## config.mk

```make
export PLATFORM = sky130hd
export DESIGN_NAME = cfp_div_cell
export DESIGN_NICKNAME = d
export VERILOG_FILES = /design/src/rtl/cfp_pkg.sv /design/src/rtl/cfp_div_cell.sv
export SDC_FILE = /design/constraint.sdc
export NUM_CORES = 1
export LEC_CHECK = 0
export BUFFER_PORTS_ARGS = -buffer_cell sky130_fd_sc_hd__buf_4
export CORE_ASPECT_RATIO = 1.5
export CORE_MARGIN = 8
export CORE_UTILIZATION = 37
export DETAILED_ROUTE_END_ITERATION = 16
export PLACE_DENSITY = 0.66
export SLEW_MARGIN = 30
export SYNTH_ARGS = -nofsm -noshare
export SYNTH_HDL_FRONTEND = slang
export SYNTH_SLANG_ARGS = --single-unit
```

## constraint.sdc

```tcl
create_clock -name i_clk -period 5.45 [get_ports i_clk]
set_input_delay 1.635 -clock i_clk [delete_from_list [all_inputs] [get_ports i_clk]]
set_output_delay 1.635 -clock i_clk [all_outputs]
set_load 0.05 [all_outputs]
```

## src/rtl/cfp_pkg.sv

```systemverilog
// ----------------------------------------------------------------------------
// cfp_pkg: shared types and constants for the clock synthesiser frequency plan
// Word widths, plan constants and the beat that moves along the divider cells.
// ----------------------------------------------------------------------------
package cfp_pkg;

    localparam int FREQ_W     = 32;          // frequency arithmetic width
    localparam int DIV_W      = FREQ_W;      // width of one division cell
    localparam int XTAL_W     = 27;
    localparam int MINF_W     = 20;
    localparam int OFREQ_W    = 28;
    localparam int NUM_W      = 20;
    localparam int MSDIV_W    = 30;
    localparam int P1_W       = 18;
    localparam int BANDS      = 7;

    localparam int DIV1_STEPS = DIV_W;       // 900 MHz / scaled frequency
    localparam int DIV2_STEPS = DIV_W;       // PLL frequency / crystal
    localparam int DIV3_STEPS = NUM_W;       // fraction numerator

    localparam logic [DIV_W-1:0]    PLL_TARGET = DIV_W'(900000000);
    localparam logic [NUM_W:0]      FRAC_DENOM = 21'd1048575;
    localparam logic [P1_W-1:0]     P1_OFFSET  = 18'd512;

    localparam logic [1:0] REG_XTAL = 2'd0;
    localparam logic [1:0] REG_MINF = 2'd1;

    typedef struct packed {
        logic             valid;
        logic [DIV_W-1:0] rem;
        logic [DIV_W-1:0] dvsr;
        logic [DIV_W-1:0] word;
    } t_div_beat;

    typedef struct packed {
        logic               sel;
        logic [2:0]         rexp;
        logic               bad;
        logic [FREQ_W-1:0]  scaled;
        logic [MSDIV_W-1:0] divider;
        logic [7:0]         mult;
    } t_side;

endpackage

```

## src/rtl/cfp_div_cell.sv

```systemverilog
// ----------------------------------------------------------------------------
// cfp_div_cell: one restoring division step
// Shift the next dividend bit into the partial remainder, subtract when it
// fits and shift the quotient bit into the word; register the beat.
// ----------------------------------------------------------------------------
module cfp_div_cell (
    input  logic               i_clk,
    input  logic               i_rst_n,
    input  cfp_pkg::t_div_beat i_beat,
    output cfp_pkg::t_div_beat o_beat
);
    import cfp_pkg::*;

    t_div_beat        r_beat;
    t_div_beat        n_beat;
    logic [DIV_W:0]   trial;
    logic [DIV_W:0]   diff;
    logic             fits;

    always_comb begin
        trial        = {i_beat.rem, i_beat.word[DIV_W-1]};
        diff         = trial - {1'b0, i_beat.dvsr};
        fits         = (trial >= {1'b0, i_beat.dvsr});
        n_beat.valid = i_beat.valid;
        n_beat.dvsr  = i_beat.dvsr;
        n_beat.rem   = fits ? diff[DIV_W-1:0] : trial[DIV_W-1:0];
        n_beat.word  = {i_beat.word[DIV_W-2:0], fits};
    end

    always_ff @(posedge i_clk) begin
        if (!i_rst_n) begin
            r_beat.valid <= 1'b0;
        end else begin
            r_beat.valid <= n_beat.valid;
        end
        r_beat.rem  <= n_beat.rem;
        r_beat.dvsr <= n_beat.dvsr;
        r_beat.word <= n_beat.word;
    end

    assign o_beat = r_beat;

endmodule

```

== Word level (Yosys, flattened, before mapping) ==
Cells that the tools add are included.
W data, S select, Z words.

* Output and inout bits: 97
* Word-level logic and storage cells: 7
* Register bits after elaboration: 97
* Input port bits: 99

* $add $sub $neg: 1
* Multiplexer cells: 1
* $lt $le $gt $ge: 1

{| class="wikitable"
|+ Operator list
! kind !! number
|-
| $ge A33 B32 Y1 || 1
|-
| $mux W32 || 1
|-
| $sub A32 B32 Y32 || 1
|}

== Longest topological paths before layout ==
* Word-level depth: 2
* Depth in mapped cells: 13
* Depth with buffers taken out: 12

== Least setup slack after synthesis ==
No wires, ideal clock.

* Path type: input-to-reg
* From: input port i_beat[39] (netlist name)
* To: register r_beat (netlist bit o_beat[77])
* Data required time: 5.327 ns
* Path slack: 1.178 ns
* Setup time: 0.123 ns
* Stages: 12
* Data arrival time: 4.148 ns
* Buffers on the path: 2
* Cell sequence: inv_1 > ha_1 > buf_2 > nand4_1 > or4_1 > a21oi_1 > nor3_1 > a211oi_2 > o21ai_2 > o31ai_4 > buf_4 > mux2_1

{| class="wikitable"
|+ RTL lines
! what !! RTL line !! RTL
|-
| start, declared || cfp_div_cell.sv:9 || <nowiki>input cfp_pkg::t_div_beat i_beat,</nowiki>
|-
| end, declared || cfp_div_cell.sv:14 || <nowiki>t_div_beat r_beat;</nowiki>
|}

==> impl_metrics.ini <==
[cts]
cts_buffers = 9
post_cts_buffers = 0
cts_buffer_depth = 2
cts_tree = built
cts_hold_buf = 0
ctsResizeCount = 0
root_buffer = clkbuf_16
htree_levels = 3
clock_sinks = 97
path_clk_slew_ns = 0.07

[routing]
wl_per_cell_um = 16.4
drtIter0Drc = 104
dr_total_vias = 3797
wirelength_mm = 12.9
drc = 0
viasPerCell = 4.84
drt.antenna.violating_nets = 0
first_pass_iters = 6

[die]
pin_count = 196
row_count = 47
core_area_um2 = 11000
die_x_um = 103
die_h_um = 146
start_util_pct = 37.8
die-area_um2 = 15000

[yosys]
yosysUniqueCellTypes = 48
ys_warn_count = 0
ys_ff_latch = 97
synth_edf_count = 0
synth_area_um2 = 4160
synth_area_per_cell_um2 = 9.39
syn_inst = 443
ys.flop_type = dfxtp_1
async_flop_share_pct = 0
synth_nets = 575
yosysSeqAreaShare_pct = 46.7

[critical_path]
worst-path-max-fanout = 4
crit_path_end_kind = flop
crit_required_ns = 5.68
start_kind = input port
path_class = input port to flop
cp.arrival_ns = 4.53

[place]
finalWeightedCongestion = 0.864
io_buffers = 195
dp_hpwl_mm = 10.8
place_inst = 769

[timing]
min_period_over_period_pct = 78.8
max_slew_margin_pct = 62.7
setup_viol = 0
fin_crit_ns = 4.29
max_freq_mhz = 233
tns_ns = 0
rsz0062_at_grt = no
tightest_slew_ns = 0.558
drv_slew = 0
hold_violations = 0

[worst_hold_path]
hold-path-endpoint = o_beat[18]
min_from = i_beat[17]
hold_depth = 1
hold_class = input port to flop

[pwr]
total_power_mw = 2.21
power_density_nw_per_um2 = 366
leakagePower_nw = 2.95
ir_drop_mv = 0.183

[flow_run]
drv_cap = 0

[grt]
antenna_found_initial = 0
grt_pass1_vias = 3896
track_usage_pct = 16.6
overflow = 0
grt_max_degree = 31
grt_first_pass_wirelength_mm = 19.4

[layout]
largest_reg_flops = 97
area_delta_synth_final_pct = 45.2
diodes = 0
layout_commonest_cell = buf_4
nets = 765
layout-drive-gt1-share_pct = 35.0
fillers = 1032
layout_common_cells = buf_4 (197), dfxtp_1 (97), a21oi_1 (56)
stdcell_count = 785

[run_status]
status = completed
[where the power goes]
part / total (mW) / switching (mW) / internal, mW
clock network: 0.651 / 0.287 / 0.365
registers: 0.808 / 0.0212 / 0.787
logic: 0.748 / 0.489 / 0.259
total: 2.21 / 0.797 / 1.41
[metrics by stage]
stage / utilization (%) / area [um^2] / worst slack, ns / hold WS, ns
floorplan: - / 4160 / 1.18 / 1.66
global placement: 52.1 / 5730 / 0.865 / 1.74
detailed placement: 52.1 / 5730 / 0.819 / 1.74
CTS: 54.9 / 6040 / 1.17 / 1.38
global route: 54.9 / 6040 / 0.884 / 1.37
finish: 54.9 / 6040 / 1.16 / 1.39
[kinds of logic (layout without fill, tap and decap cells)]
logic type / Yosys count / count (layout) / synth area share [%]
AO/OA/AOI/OAI: 119 / 119 / 17.6
AND/OR/NAND/NOR: 100 / 100 / 11.3
flip-flops: 97 / 97 / 46.7
buffers and inverters: 56 / 251 / 5.60
adder cells (fa/ha/maj): 33 / 33 / 10.1
XOR/XNOR: 27 / 27 / 5.69
multiplexers: 11 / 11 / 2.95
[worst max-delay path, stage by stage]
cell	delay, ns
buf_4	0.08
inv_1	0.03
ha_1	0.22
fa_1	0.41
nand2b_1	0.18
a21oi_1	0.17
o21ai_0	0.21
o311a_1	0.37
a31oi_1	0.29
a21oi_1	0.17
o41ai_1	0.35
xor2_1	0.11
mux2_1	0.30
[layer usage]
metal,up-vias,wire length [um],GRT usage (%)
li1,1911,-,-
met1,1722,4370,15.1
met2,144,6940,32.2
met3,20,1230,5.17
met4,0,300,6.49
met5,-,0,0
[layout make-up]
type                       instances  area [um^2]  area share (%)
tap                              147          184            3.05
inverter                          38          143            2.36
sequential                        97         1940            32.2
multi-input combinational        290         1980            32.8
timing repair buffer             197         1480            24.5
clock inverter                     7         82.6            1.37
clock buffer                       9          225            3.73
[synth_stat cells (4+ instances only)]
cell type	n	area (um^2)
nand3_1	8	40.0
clkbuf_1	6	22.5
xor2_1	12	105
inv_1	38	143
buf_2	8	40.0
mux2_1	4	45.0
ha_1	32	400
nand4_1	8	50.1
o211ai_1	4	30.0
o21ai_0	16	80.1
nor2_1	35	131
xnor2_1	15	131
a21o_1	12	90.1
mux2_2	6	67.6
dfxtp_1	97	1940
nand2_1	26	97.6
nor4_1	4	25.0
o21a_1	6	45.0
a21oi_1	56	280
a31oi_1	5	31.3
[how the worst max path moves through the flow]
stage                           from          to  slack (ns)  cells past startpoint
final                     i_beat[31]  o_beat[94]        1.16                     13
after floorplan           i_beat[39]  o_beat[77]        1.18                     12
after global routing      i_beat[31]  o_beat[94]        0.88                     13
after global placement    i_beat[48]  o_beat[87]        0.87                     12
after CTS                 i_beat[31]  o_beat[94]        1.17                     13
after detailed placement  i_beat[48]  o_beat[94]        0.82                     12
(Power assumes the default switching activity.)
